===== src/rtl/ist_pkg.sv =====
package ist_pkg;

   localparam logic [1:0] MODE_ADD    = 2'd0;
   localparam logic [1:0] MODE_REMOVE = 2'd1;
   localparam logic [1:0] MODE_QUERY  = 2'd2;
   localparam logic [1:0] MODE_NOP    = 2'd3;

   localparam logic [1:0] STATUS_DONE  = 2'd0;
   localparam logic [1:0] STATUS_FULL  = 2'd1;
   localparam logic [1:0] STATUS_EMPTY = 2'd2;

   typedef enum logic [2:0] {
      ST_IDLE,
      ST_SCAN,
      ST_EVAL,
      ST_SECOND,
      ST_FINISH
   } ist_state_type;

endpackage


===== src/rtl/ist_ram.sv =====
module ist_ram #(
   parameter int DEPTH = 32,
   parameter int WIDTH = 64
) (
   input  logic                     clock,
   input  logic                     wr_en,
   input  logic [$clog2(DEPTH)-1:0] wr_addr,
   input  logic [WIDTH-1:0]         wr_data,
   input  logic                     rd_en,
   input  logic [$clog2(DEPTH)-1:0] rd_addr,
   output logic [WIDTH-1:0]         rd_data
);

   logic [WIDTH-1:0] mem [DEPTH];
   logic [WIDTH-1:0] rd_data_ff;

   always_ff @(posedge clock) begin
      if (wr_en) begin
         mem[wr_addr] <= wr_data;
      end
      if (rd_en) begin
         rd_data_ff <= mem[rd_addr];
      end
   end

   assign rd_data = rd_data_ff;

endmodule


===== src/rtl/interval_set_table.sv =====
// channel  | ports                                          | dir
// req      | req_valid req_ready req_mode req_range_start/end | in
// rsp      | rsp_valid rsp_ready rsp_covered rsp_status       | out
//          | rsp_entries_used                               |
// Per request: each stored entry is read (SCAN) and evaluated (EVAL); an add that
// inserts mid-table or a remove that splits adds a second write (SECOND). An empty range
// or unused mode goes straight to FINISH; FINISH then returns to IDLE. Two-port table RAM.
// Two banks: the new table is built in the idle bank and swapped in on success.
// Synchronous reset empties the table at once; no clearing pass.
// A new word is accepted while a result waits; a stalled result holds the finish.
module interval_set_table #(
   parameter int CAPACITY   = 16,
   parameter int COORD_BITS = 32
) (
   input  logic        clock,
   input  logic        reset,
   input  logic        req_valid,
   output logic        req_ready,
   input  logic [1:0]  req_mode,
   input  logic [31:0] req_range_start,
   input  logic [31:0] req_range_end,
   output logic        rsp_valid,
   input  logic        rsp_ready,
   output logic        rsp_covered,
   output logic [1:0]  rsp_status,
   output logic [4:0]  rsp_entries_used
);

   localparam int CW = (COORD_BITS < 32) ? COORD_BITS : 32;
   localparam int IW = (CAPACITY > 1) ? $clog2(CAPACITY) : 1;
   localparam int NW = $clog2(CAPACITY + 1);
   localparam int AW = IW + 1;
   localparam int DEPTH = 2 ** AW;
   localparam logic [NW-1:0] CAP_N = NW'(CAPACITY);

   ist_pkg::ist_state_type state_ff, state_in;

   logic [1:0]      mode_ff, mode_in;
   logic [CW-1:0]   s_ff, s_in, e_ff, e_in;
   logic [CW-1:0]   ms_ff, ms_in, me_ff, me_in;
   logic [NW-1:0]   idx_ff, idx_in, n_ff, n_in, used_ff, used_in;
   logic            bank_ff, bank_in;
   logic            placed_ff, placed_in, ovf_ff, ovf_in, cov_ff, cov_in;
   logic            skip_ff, skip_in;
   logic [1:0]      skip_status_ff, skip_status_in;
   logic [2*CW-1:0] pend_ff, pend_in;

   logic            rsp_valid_ff, rsp_valid_in, rsp_cov_ff, rsp_cov_in;
   logic [1:0]      rsp_status_ff, rsp_status_in;
   logic [4:0]      rsp_used_ff, rsp_used_in;

   logic [CW-1:0]   req_s, req_e;
   logic            req_skip;

   logic [CW-1:0]   ent_a, ent_b;
   logic [1:0]      ev_k;
   logic [2*CW-1:0] ev_w0, ev_w1;
   logic [CW-1:0]   ev_ms, ev_me;
   logic            ev_placed, ev_cov;

   logic            finish_go, tail, ovf_final;
   logic [NW-1:0]   n_final;
   logic            wr_req;
   logic [2*CW-1:0] wr_word;

   logic            ram_we, ram_re;
   logic [AW-1:0]   ram_waddr, ram_raddr;
   logic [2*CW-1:0] ram_rdata;

   ist_ram #(
      .DEPTH (DEPTH),
      .WIDTH (2 * CW)
   ) u_ram (
      .clock   (clock),
      .wr_en   (ram_we),
      .wr_addr (ram_waddr),
      .wr_data (wr_word),
      .rd_en   (ram_re),
      .rd_addr (ram_raddr),
      .rd_data (ram_rdata)
   );

   assign req_s    = req_range_start[CW-1:0];
   assign req_e    = req_range_end[CW-1:0];
   assign req_skip = (req_mode == ist_pkg::MODE_NOP) || (req_s >= req_e);

   assign ent_a = ram_rdata[2*CW-1:CW];
   assign ent_b = ram_rdata[CW-1:0];

   assign finish_go = !rsp_valid_ff || rsp_ready;
   assign tail      = (mode_ff == ist_pkg::MODE_ADD) && !placed_ff && !skip_ff;
   assign ovf_final = ovf_ff || (tail && (n_ff == CAP_N));
   assign n_final   = (tail && !ovf_final) ? n_ff + NW'(1) : n_ff;

   // per-entry evaluation
   always_comb begin
      ev_k      = 2'd0;
      ev_w0     = {ent_a, ent_b};
      ev_w1     = {ent_a, ent_b};
      ev_ms     = ms_ff;
      ev_me     = me_ff;
      ev_placed = placed_ff;
      ev_cov    = cov_ff;
      unique case (mode_ff)
         ist_pkg::MODE_ADD: begin
            if (ent_b < s_ff) begin
               ev_k = 2'd1;
            end else if (ent_a <= e_ff) begin
               if (ent_a < ms_ff) ev_ms = ent_a;
               if (ent_b > me_ff) ev_me = ent_b;
            end else if (!placed_ff) begin
               ev_k      = 2'd2;
               ev_w0     = {ms_ff, me_ff};
               ev_placed = 1'b1;
            end else begin
               ev_k = 2'd1;
            end
         end
         ist_pkg::MODE_REMOVE: begin
            if ((ent_b <= s_ff) || (ent_a >= e_ff)) begin
               ev_k = 2'd1;
            end else if ((ent_a < s_ff) && (ent_b > e_ff)) begin
               ev_k  = 2'd2;
               ev_w0 = {ent_a, s_ff};
               ev_w1 = {e_ff, ent_b};
            end else if (ent_a < s_ff) begin
               ev_k  = 2'd1;
               ev_w0 = {ent_a, s_ff};
            end else if (ent_b > e_ff) begin
               ev_k  = 2'd1;
               ev_w0 = {e_ff, ent_b};
            end
         end
         ist_pkg::MODE_QUERY: begin
            if ((ent_a <= s_ff) && (e_ff <= ent_b)) ev_cov = 1'b1;
         end
         default: begin
         end
      endcase
   end

   always_comb begin
      state_in = state_ff;
      unique case (state_ff)
         ist_pkg::ST_IDLE: begin
            if (req_valid) state_in = req_skip ? ist_pkg::ST_FINISH : ist_pkg::ST_SCAN;
         end
         ist_pkg::ST_SCAN: begin
            state_in = (idx_ff == used_ff) ? ist_pkg::ST_FINISH : ist_pkg::ST_EVAL;
         end
         ist_pkg::ST_EVAL: begin
            state_in = (ev_k == 2'd2) ? ist_pkg::ST_SECOND : ist_pkg::ST_SCAN;
         end
         ist_pkg::ST_SECOND: begin
            state_in = ist_pkg::ST_SCAN;
         end
         ist_pkg::ST_FINISH: begin
            if (finish_go) state_in = ist_pkg::ST_IDLE;
         end
         default: begin
            state_in = ist_pkg::ST_IDLE;
         end
      endcase
   end

   always_comb begin
      req_ready      = 1'b0;
      mode_in        = mode_ff;
      s_in           = s_ff;
      e_in           = e_ff;
      ms_in          = ms_ff;
      me_in          = me_ff;
      idx_in         = idx_ff;
      n_in           = n_ff;
      used_in        = used_ff;
      bank_in        = bank_ff;
      placed_in      = placed_ff;
      ovf_in         = ovf_ff;
      cov_in         = cov_ff;
      skip_in        = skip_ff;
      skip_status_in = skip_status_ff;
      pend_in        = pend_ff;
      rsp_valid_in   = rsp_valid_ff && !rsp_ready;
      rsp_cov_in     = rsp_cov_ff;
      rsp_status_in  = rsp_status_ff;
      rsp_used_in    = rsp_used_ff;
      wr_req         = 1'b0;
      wr_word        = ev_w0;
      ram_re         = 1'b0;
      ram_raddr      = {bank_ff, idx_ff[IW-1:0]};
      ram_we         = 1'b0;
      ram_waddr      = {!bank_ff, n_ff[IW-1:0]};

      unique case (state_ff)
         ist_pkg::ST_IDLE: begin
            req_ready = 1'b1;
            if (req_valid) begin
               mode_in        = req_mode;
               s_in           = req_s;
               e_in           = req_e;
               ms_in          = req_s;
               me_in          = req_e;
               idx_in         = '0;
               n_in           = '0;
               placed_in      = 1'b0;
               ovf_in         = 1'b0;
               cov_in         = 1'b0;
               skip_in        = req_skip;
               skip_status_in = (req_mode == ist_pkg::MODE_NOP) ?
                                ist_pkg::STATUS_DONE : ist_pkg::STATUS_EMPTY;
            end
         end
         ist_pkg::ST_SCAN: begin
            ram_re = (idx_ff != used_ff);
         end
         ist_pkg::ST_EVAL: begin
            idx_in    = idx_ff + NW'(1);
            ms_in     = ev_ms;
            me_in     = ev_me;
            placed_in = ev_placed;
            cov_in    = ev_cov;
            pend_in   = ev_w1;
            wr_req    = (ev_k != 2'd0);
            wr_word   = ev_w0;
         end
         ist_pkg::ST_SECOND: begin
            wr_req  = 1'b1;
            wr_word = pend_ff;
         end
         ist_pkg::ST_FINISH: begin
            if (finish_go) begin
               wr_req       = tail;
               wr_word      = {ms_ff, me_ff};
               rsp_valid_in = 1'b1;
               rsp_cov_in   = 1'b0;
               rsp_status_in = ist_pkg::STATUS_DONE;
               rsp_used_in  = 5'(used_ff);
               if (skip_ff) begin
                  rsp_status_in = skip_status_ff;
               end else if (mode_ff == ist_pkg::MODE_QUERY) begin
                  rsp_cov_in = cov_ff;
               end else if (ovf_final) begin
                  rsp_status_in = ist_pkg::STATUS_FULL;
               end else begin
                  bank_in     = !bank_ff;
                  used_in     = n_final;
                  rsp_used_in = 5'(n_final);
               end
            end
         end
         default: begin
         end
      endcase

      if (wr_req) begin
         if (n_ff == CAP_N) begin
            ovf_in = 1'b1;
         end else begin
            ram_we = 1'b1;
            n_in   = n_ff + NW'(1);
         end
      end
   end

   always_ff @(posedge clock) begin
      if (reset) begin
         state_ff     <= ist_pkg::ST_IDLE;
         used_ff      <= '0;
         bank_ff      <= 1'b0;
         rsp_valid_ff <= 1'b0;
      end else begin
         state_ff     <= state_in;
         used_ff      <= used_in;
         bank_ff      <= bank_in;
         rsp_valid_ff <= rsp_valid_in;
      end
   end

   always_ff @(posedge clock) begin
      mode_ff        <= mode_in;
      s_ff           <= s_in;
      e_ff           <= e_in;
      ms_ff          <= ms_in;
      me_ff          <= me_in;
      idx_ff         <= idx_in;
      n_ff           <= n_in;
      placed_ff      <= placed_in;
      ovf_ff         <= ovf_in;
      cov_ff         <= cov_in;
      skip_ff        <= skip_in;
      skip_status_ff <= skip_status_in;
      pend_ff        <= pend_in;
      rsp_cov_ff     <= rsp_cov_in;
      rsp_status_ff  <= rsp_status_in;
      rsp_used_ff    <= rsp_used_in;
   end

   assign rsp_valid        = rsp_valid_ff;
   assign rsp_covered      = rsp_cov_ff;
   assign rsp_status       = rsp_status_ff;
   assign rsp_entries_used = rsp_used_ff;

endmodule


===== config.mk =====
export PLATFORM = sky130hd
export DESIGN_NAME = interval_set_table
export DESIGN_NICKNAME = d
export VERILOG_FILES = /design/src/rtl/ist_pkg.sv /design/src/rtl/ist_ram.sv /design/src/rtl/interval_set_table.sv
export SDC_FILE = /design/constraint.sdc
export NUM_CORES = 2
export LEC_CHECK = 0
export BUFFER_PORTS_ARGS = -buffer_cell sky130_fd_sc_hd__buf_4
export CORE_UTILIZATION = 61
export DETAILED_ROUTE_END_ITERATION = 6
export PLACE_DENSITY = 0.77
export SLEW_MARGIN = 10
export SYNTH_ARGS = -nofsm -noshare
export SYNTH_HDL_FRONTEND = slang
export SYNTH_SLANG_ARGS = --single-unit

===== constraint.sdc =====
create_clock -name clock -period 8.8 [get_ports clock]
set_input_delay 0.44 -clock clock [delete_from_list [all_inputs] [get_ports clock]]
set_output_delay 0.44 -clock clock [all_outputs]
set_load 0.03 [all_outputs]

== Word level (Yosys, flattened, before mapping) ==
Memories as Yosys holds them, arrays and structs flattened. A register that Yosys moved wholly into a read port is not among the register bits.
Cells that the tools add are included.

* Magnitude comparators: 11
* Shifts and indexed selects: 0
* Bitwise logic cells: 3
* Div/mod/pow operators: 0
* Add/sub/neg operators: 2
* Equal/unequal tests: 21
* Reductions and logical operators: 31
* Mux-type cells: 75
* Multipliers: 0

{| class="wikitable"
|+ Operators with widths
! cell !! count
|-
| two-way mux 64 bit || 11
|-
| two-way mux 32 bit || 10
|-
| one-hot mux 64 bit (2 select lines) || 2
|-
| less-or-equal comparator 32 bit || 4
|-
| one-hot mux 32 bit (2 select lines) || 2
|-
| less-than comparator 32 bit || 3
|-
| greater-or-equal comparator 32 bit || 2
|-
| > comparator 32 bit || 2
|-
| two-way mux 5 bit || 9
|-
| two-way mux 1 bit || 23
|-
| != test 2 bit (second input constant) || 10
|-
| two-way mux 2 bit || 8
|-
| one-hot mux 3 bit (5 select lines) || 1
|-
| two-way mux 3 bit || 4
|-
| AND reduction 6 bit || 2
|-
| adder 5 x 1 -> 5 bit (second input constant) || 2
|-
| one-hot mux 5 bit (2 select lines) || 1
|-
| AND reduction 5 bit || 2
|-
| AND reduction 2 bit || 4
|-
| logical AND 1 bit || 7
|-
| equality test 2 bit (second input constant) || 3
|-
| equality test 3 x 2 -> 1 bit (second input constant) || 2
|-
| zero test 1 bit || 6
|-
| equality test 5 bit || 1
|-
| 15 further kinds || 22
|}

* Memory bits (read-only): 0
* Memory bits (writable): 2,048
* Latch bits: 0
* Bits of input ports: 70
* Output and inout port bits: 10
* Memories kept: 1
* Bits in registers: 228

{| class="wikitable"
|+ Memories
! memory !! depth !! width !! read ports !! clocked after memory_dff !! wr ports !! line !! source
|-
| u_ram.mem || 32 || 64 || 1 || 1 || 1 || ist_ram.sv:14 || <nowiki>logic [WIDTH-1:0] mem [DEPTH];</nowiki>
|}

== Depth between registers and ports, before layout ==
* Depth after elaboration: 11
* Depth in mapped cells: 18

== Cells and area by module ==
Synthesis repeated with hierarchy kept, for this count alone.

* Cell total of the unflattened synthesis: 4,836
* Area, all modules: 96,263.6 sq um

{| class="wikitable"
|+ By module, submodules not included
! module !! sequential area each (sq um) !! area an instance (sq um) !! instances !! cells each
|-
| ist_ram || 63,420.8 || 79,605.1 || 1 || 3,096
|-
| interval_set_table || 6,656.4 || 16,658.5 || 1 || 1,740
|}

== Least setup slack after synthesis ==
No wires, ideal clock.

* Path type: reg2reg
* From: register idx_ff[0]
* To: register u_ram.rd_data_ff[0], in the netlist u_ram.rd_data[0], read port of u_ram.mem (enable)
* Path slack: 1.952 ns
* Required time: 8.220 ns
* Buffers on the path: 3
* Arrival: 6.267 ns
* Cell stages (with the launch flop): 8
* Period minus slack after synthesis: 6.848 ns
* Setup time: 0.580 ns
* Cells stage by stage: edfxtp_1 > clkbuf_1 > clkbuf_1 > buf_1 > xnor2_1 > nand3_1 > nor3_1 > nor3b_1

* Word-level cells in the longest chain between the ends: 2

{| class="wikitable"
|+ Ends and longest elaborated chain
! element !! line !! source
|-
| start, declared || interval_set_table.sv:41 || <nowiki>logic [NW-1:0] idx_ff, idx_in, n_ff, n_in, used_ff, used_in;</nowiki>
|-
| start signal, assigned || interval_set_table.sv:285 || <nowiki>idx_ff <= idx_in;</nowiki>
|-
| != test 5 bit || interval_set_table.sv:214 || <nowiki>ram_re = (idx_ff != used_ff);</nowiki>
|-
| two-way mux 1 bit || interval_set_table.sv:194 || <nowiki>unique case (state_ff)</nowiki>
|-
| net ram_re || interval_set_table.sv:66 || <nowiki>logic ram_we, ram_re;</nowiki>
|-
| end, declared || ist_ram.sv:15 || <nowiki>logic [WIDTH-1:0] rd_data_ff;</nowiki>
|}

The timed path passes the listed nets, and every way through them passes these cells.
A chain may end at the register's enable or synchronous reset.

== Worst setup path after layout ==
* From: register u_ram.rd_data_ff[1], in the netlist u_ram.rd_data[1], read port of u_ram.mem
* To: memory u_ram.mem[6][40] (enable)

* Word-level cells in the longest chain between the ends: 11
* Elaborated cells between the ends (all ways): 16

{| class="wikitable"
|+ Ends and longest elaborated chain
! element !! line !! source
|-
| > comparator 32 bit || interval_set_table.sv:122, interval_set_table.sv:129 ||
|-
| two-way mux 1 bit || interval_set_table.sv:129 || <nowiki>end else if (ent_b > e_ff) begin</nowiki>
|-
| two-way mux 1 bit || interval_set_table.sv:126 || <nowiki>end else if (ent_a < s_ff) begin</nowiki>
|-
| two-way mux 2 bit || interval_set_table.sv:122 || <nowiki>end else if ((ent_a < s_ff) && (ent_b > e_ff)) begin</nowiki>
|-
| two-way mux 2 bit || interval_set_table.sv:120 || <nowiki>if ((ent_b <= s_ff) || (ent_a >= e_ff)) begin</nowiki>
|-
| one-hot mux 2 bit (2 select lines) * || interval_set_table.sv:104 || <nowiki>unique case (mode_ff)</nowiki>
|-
| nonzero test 2 bit * || interval_set_table.sv:223 || <nowiki>wr_req = (ev_k != 2'd0);</nowiki>
|-
| one-hot mux 1 bit (3 select lines) * || interval_set_table.sv:194 ||
|-
| two-way mux 1 bit * || interval_set_table.sv:255 || <nowiki>if (wr_req) begin</nowiki>
|-
| two-way mux 1 bit * || ist_ram.sv:18 || <nowiki>if (wr_en) begin</nowiki>
|-
| two-way mux 1 bit (implied by the code) * || ist_ram.sv:19 || <nowiki>mem[wr_addr] <= wr_data;</nowiki>
|-
| end, declared || ist_ram.sv:14 ||
|}

Every way passes the cells marked *; elsewhere a longest branch is shown, timed or not.

==> impl_metrics.csv <==
group,metric,value,unit
timing,fmax,163,MHz
floorplan,start_util,61.7,%
synthesis,ys_seq_elements,2339,
final_layout,fin_nets,6241,
drt,finalWirelength,259,mm
clocking,worstSkewPairLatency,860,ps
clocking,cts.sink_count,2339,
placed_design,port_buffers,79,
synthesis,synth_top_area_share,72.2,%
global_route,grt_pass1_wl,373,mm
drt,drt_iter0_drc,7849,
timing,tightestPinTransition,1280,ps
synthesis,synth_common_cells,"edfxtp_1, nand2_1, mux2i_1, o21ai_0, a21oi_1",
synthesis,synth_flop_cell,"edfxtp_1",
worst_setup_path,worstSetupStartpoint,"u_ram.rd_data[1]",
drt,viasPerCell,6.86,
global_route,first_global_vias,54300,
worst_setup_path,endpoint_kind,"register",
final_layout,syn2layout_area_growth,12.1,%
clocking,cts_setup_buffers,0,
pwr,clockPowerShare,36.2,%
synthesis,mappedNetlistArea,96700,um2
floorplan,die_w,400,um
floorplan,boundaryPins,80,
worst_setup_path,arrival,6590,ps
clocking,ctsResizeCount,0,
worst_setup_path,crit_type,"register to register",
drt,ant_nets,0,
timing,finClkSkew,40.5,ps
synthesis,synth.area.top_cells,"edfxtp_1, mux4_2, mux2i_1",
timing,hold_viol,0,
global_route,grt-ovfl-total,0,
synthesis,synth-compound-area-share,7.55,%
worst_setup_path,startpoint_type,"register",
synthesis,synth_cell_type_count,65,
worst_setup_path,r2r_slack,2680,ps
pwr,p_per_area,237,nW/um2
timing,finalCritPeriodShare,69.5,%
global_route,grt.total_usage,32.6,%
timing,setup_viol,0,
clocking,cts_buffers,222,
timing,setup_ws,2680,ps
synthesis,synth-edff-count,2323,
global_route,grt_max_degree,130,
global_route,antenna_found_initial,29,
drt,drc,44,
synthesis,synth_xor_area_share,0.118,%
pwr,power,25700,uW
pwr,p_int,19100,uW
synthesis,synth.avg_cell_area,16.8,um2
synthesis,synthesis.nets,6040,
placed_design,gp_congestion,0.953,
worst_setup_path,critPathRequiredTime,9270,ps
pwr,p_leak,0.0364,uW
final_layout,drive_above_1_share,16.7,%
placed_design,hpwl,158,mm
timing,setup-tns-final,0,ps
synthesis,synthMuxAreaShare,11.5,%
synthesis,yosys.area_share.simple,3.27,%
synthesis,yosys_warnings,0,
floorplan,die-area,160000,um2
pwr,ir_worst_vdd,0.000219,V
outcome,violations,"design-rule violations",
synthesis,post-synth-top-count-cell,"edfxtp_1",
drt,avgRoutedWirePerCell,31.6,um
drt,vias,56300,
pwr,p_sw,6620,uW
clocking,root_buffer,"clkbuf_16",
clocking,clk_pin_slew_worst_paths,60,ps
pwr,power_frac_seq,50.6,%
worst_hold_path,hold_class,"primary input to register",
drt,drt_pre_antenna_iters,7,
synthesis,synth_fa_ha_area_share,2.96,%
final_layout,instances_no_fill,8210,
timing,slew_headroom,14.3,%
worst_setup_path,crit-reg2reg-capture,"u_ram.mem[6][40]",
clocking,clockBufferDepth,3,
synthesis,synth_cells,5741,
worst_setup_path,crit_path_end,"u_ram.mem[6][40]",
outcome,status,"complete, but fails checks",
synthesis,async_flop_share,0,%
worst_setup_path,r2r_cells,15,
synthesis,synth.largest_area_cell,"edfxtp_1",
clocking,cts_tree,"done",
timing,rsz0062_at_grt,"false",
clocking,cts_hold_buf,67,
pwr,power.share.combinational,13.2,%
job,drv_cap,0,
placed_design,dpl_worst_slack,2900,ps
worst_setup_path,reg2reg_from,"u_ram.rd_data[1]",
worst_setup_path,path_max_fanout,41,
synthesis,yosysSeqAreaShare,72.5,%
timing,fin_crit,6120,ps
timing,drv_slew,0,
floorplan,fp.coreArea,157000,um2
pwr,swShare,25.7,%
placed_design,dp_cells,7708,
floorplan,dieHeight,400,um
clocking,htreeDepth,4,
final_layout,fin_util,69.1,%
synthesis,synth_top_family_by_area,"multiplexers",
floorplan,rows,145,
-- through the flow --
stage               hold slack (ps)  instance area [um2]
detailed placement              480               101000
finish                         85.0               108000
CTS                            38.8               108000
global route                   92.1               108000
floorplan                       450                96700
global placement                463               101000
-- final cells by class --
cell class / count / area, um2
Clock inverter: 138 / 1240
Sequential cell: 2339 / 70100
Multi-Input combinational cell: 2872 / 25400
Clock buffer: 277 / 5760
Timing Repair Buffer: 278 / 2380
Tap cell: 2058 / 2570
Inverter: 229 / 862
Antenna cell: 19 / 47.5
Fill cell: 9705 / 48400
-- registers in the layout, summed over array words and instances (netlist names), 3 cells and up --
| name | cells |
|---|---|
| ms_ff | 32 |
| u_ram.rd_data | 64 |
| idx_ff | 5 |
| rsp_entries_used | 5 |
| used_ff | 5 |
| s_ff | 32 |
| me_ff | 32 |
| pend_ff | 64 |
| n_ff | 5 |
| e_ff | 32 |
| state_ff | 3 |
| u_ram.mem | 2048 |
-- power groups by stage --
| stage | Sequential (uW) | Clock, uW | Combinational [uW] |
|---|---|---|---|
| 2_1_floorplan | 13200 | 0 | 1890 |
| 3_3_place_gp | 13200 | 0 | 3200 |
| 3_5_place_dp | 13200 | 0 | 3280 |
| 4_1_cts | 13000 | 9340 | 3330 |
| 5_1_grt | 13000 | 9770 | 3580 |
| 6_report | 13000 | 9300 | 3400 |
-- kinds of logic (layout without fill, tap and decap cells) --
family / Yosys count / in the layout
other: 0 / 19
xor gates and xnor gates: 13 / 13
DFF: 2339 / 2339
AOI/OAI and AO/OA: 1143 / 1143
muxes: 774 / 774
and+or+nand+nor: 713 / 713
adders and majority gates: 229 / 229
buffers and inverters: 530 / 922
-- how the worst min path moves through the flow --
stage                     startpoint  depth (start not counted)  slack [ps]         to
after global routing       req_valid                          3          90  placed_ff
final                      req_valid                          3          80  placed_ff
after floorplan               ovf_ff                          1         450     ovf_ff
after detailed placement      ovf_ff                          1         480     ovf_ff
after CTS                  req_valid                          3          40  placed_ff
after global placement        ovf_ff                          1         460     ovf_ff
-- placed cells by master, fill, tap and decap left out, types with 15 or more instances in the layout --
| cell type | count |
|---|---|
| edfxtp_1 | 2323 |
| nand2_1 | 438 |
| mux2i_1 | 389 |
| o21ai_0 | 344 |
| a21oi_1 | 261 |
| mux4_2 | 258 |
| ha_1 | 229 |
| inv_1 | 226 |
| clkbuf_16 | 222 |
| o221ai_1 | 220 |
| buf_4 | 200 |
| mux2_2 | 127 |
| nor2_1 | 78 |
| dlygate4sd3_1 | 67 |
| o22ai_1 | 66 |
| clkinv_2 | 56 |
| clkbuf_1 | 55 |
| clkinv_1 | 45 |
| a222oi_1 | 42 |
| nand4_1 | 39 |
| a22oi_1 | 37 |
| a21o_1 | 31 |
| o21ai_2 | 28 |
| and3_4 | 24 |
| nor3_1 | 22 |
| diode_2 | 19 |
| o21ai_4 | 19 |
| bufinv_16 | 19 |
| nand3_1 | 18 |
| nor2b_1 | 18 |
| dfxtp_1 | 15 |
-- critical path: stages, from the launching register on --
cell	delay (ps)
edfxtp_1	480
inv_1	80
ha_1	310
nor2b_1	140
o21bai_1	110
a31oi_1	90
o311ai_0	710
nand2_1	140
nor2_1	160
ha_1	160
inv_1	40
or4_2	680
a41o_1	350
nand2_1	830
and3_4	630
buf_4	740
-- metal layers --
metal	wire length (um)	track usage, %	vias to the layer above
met1	101000	47.5	28600
met3	30000	7.04	545
met2	119000	49.1	3695
li1	-	-	23500
met4	9440	11.5	14
met5	91	0	-
No activity file was read; power rests on OpenSTA's default activity.
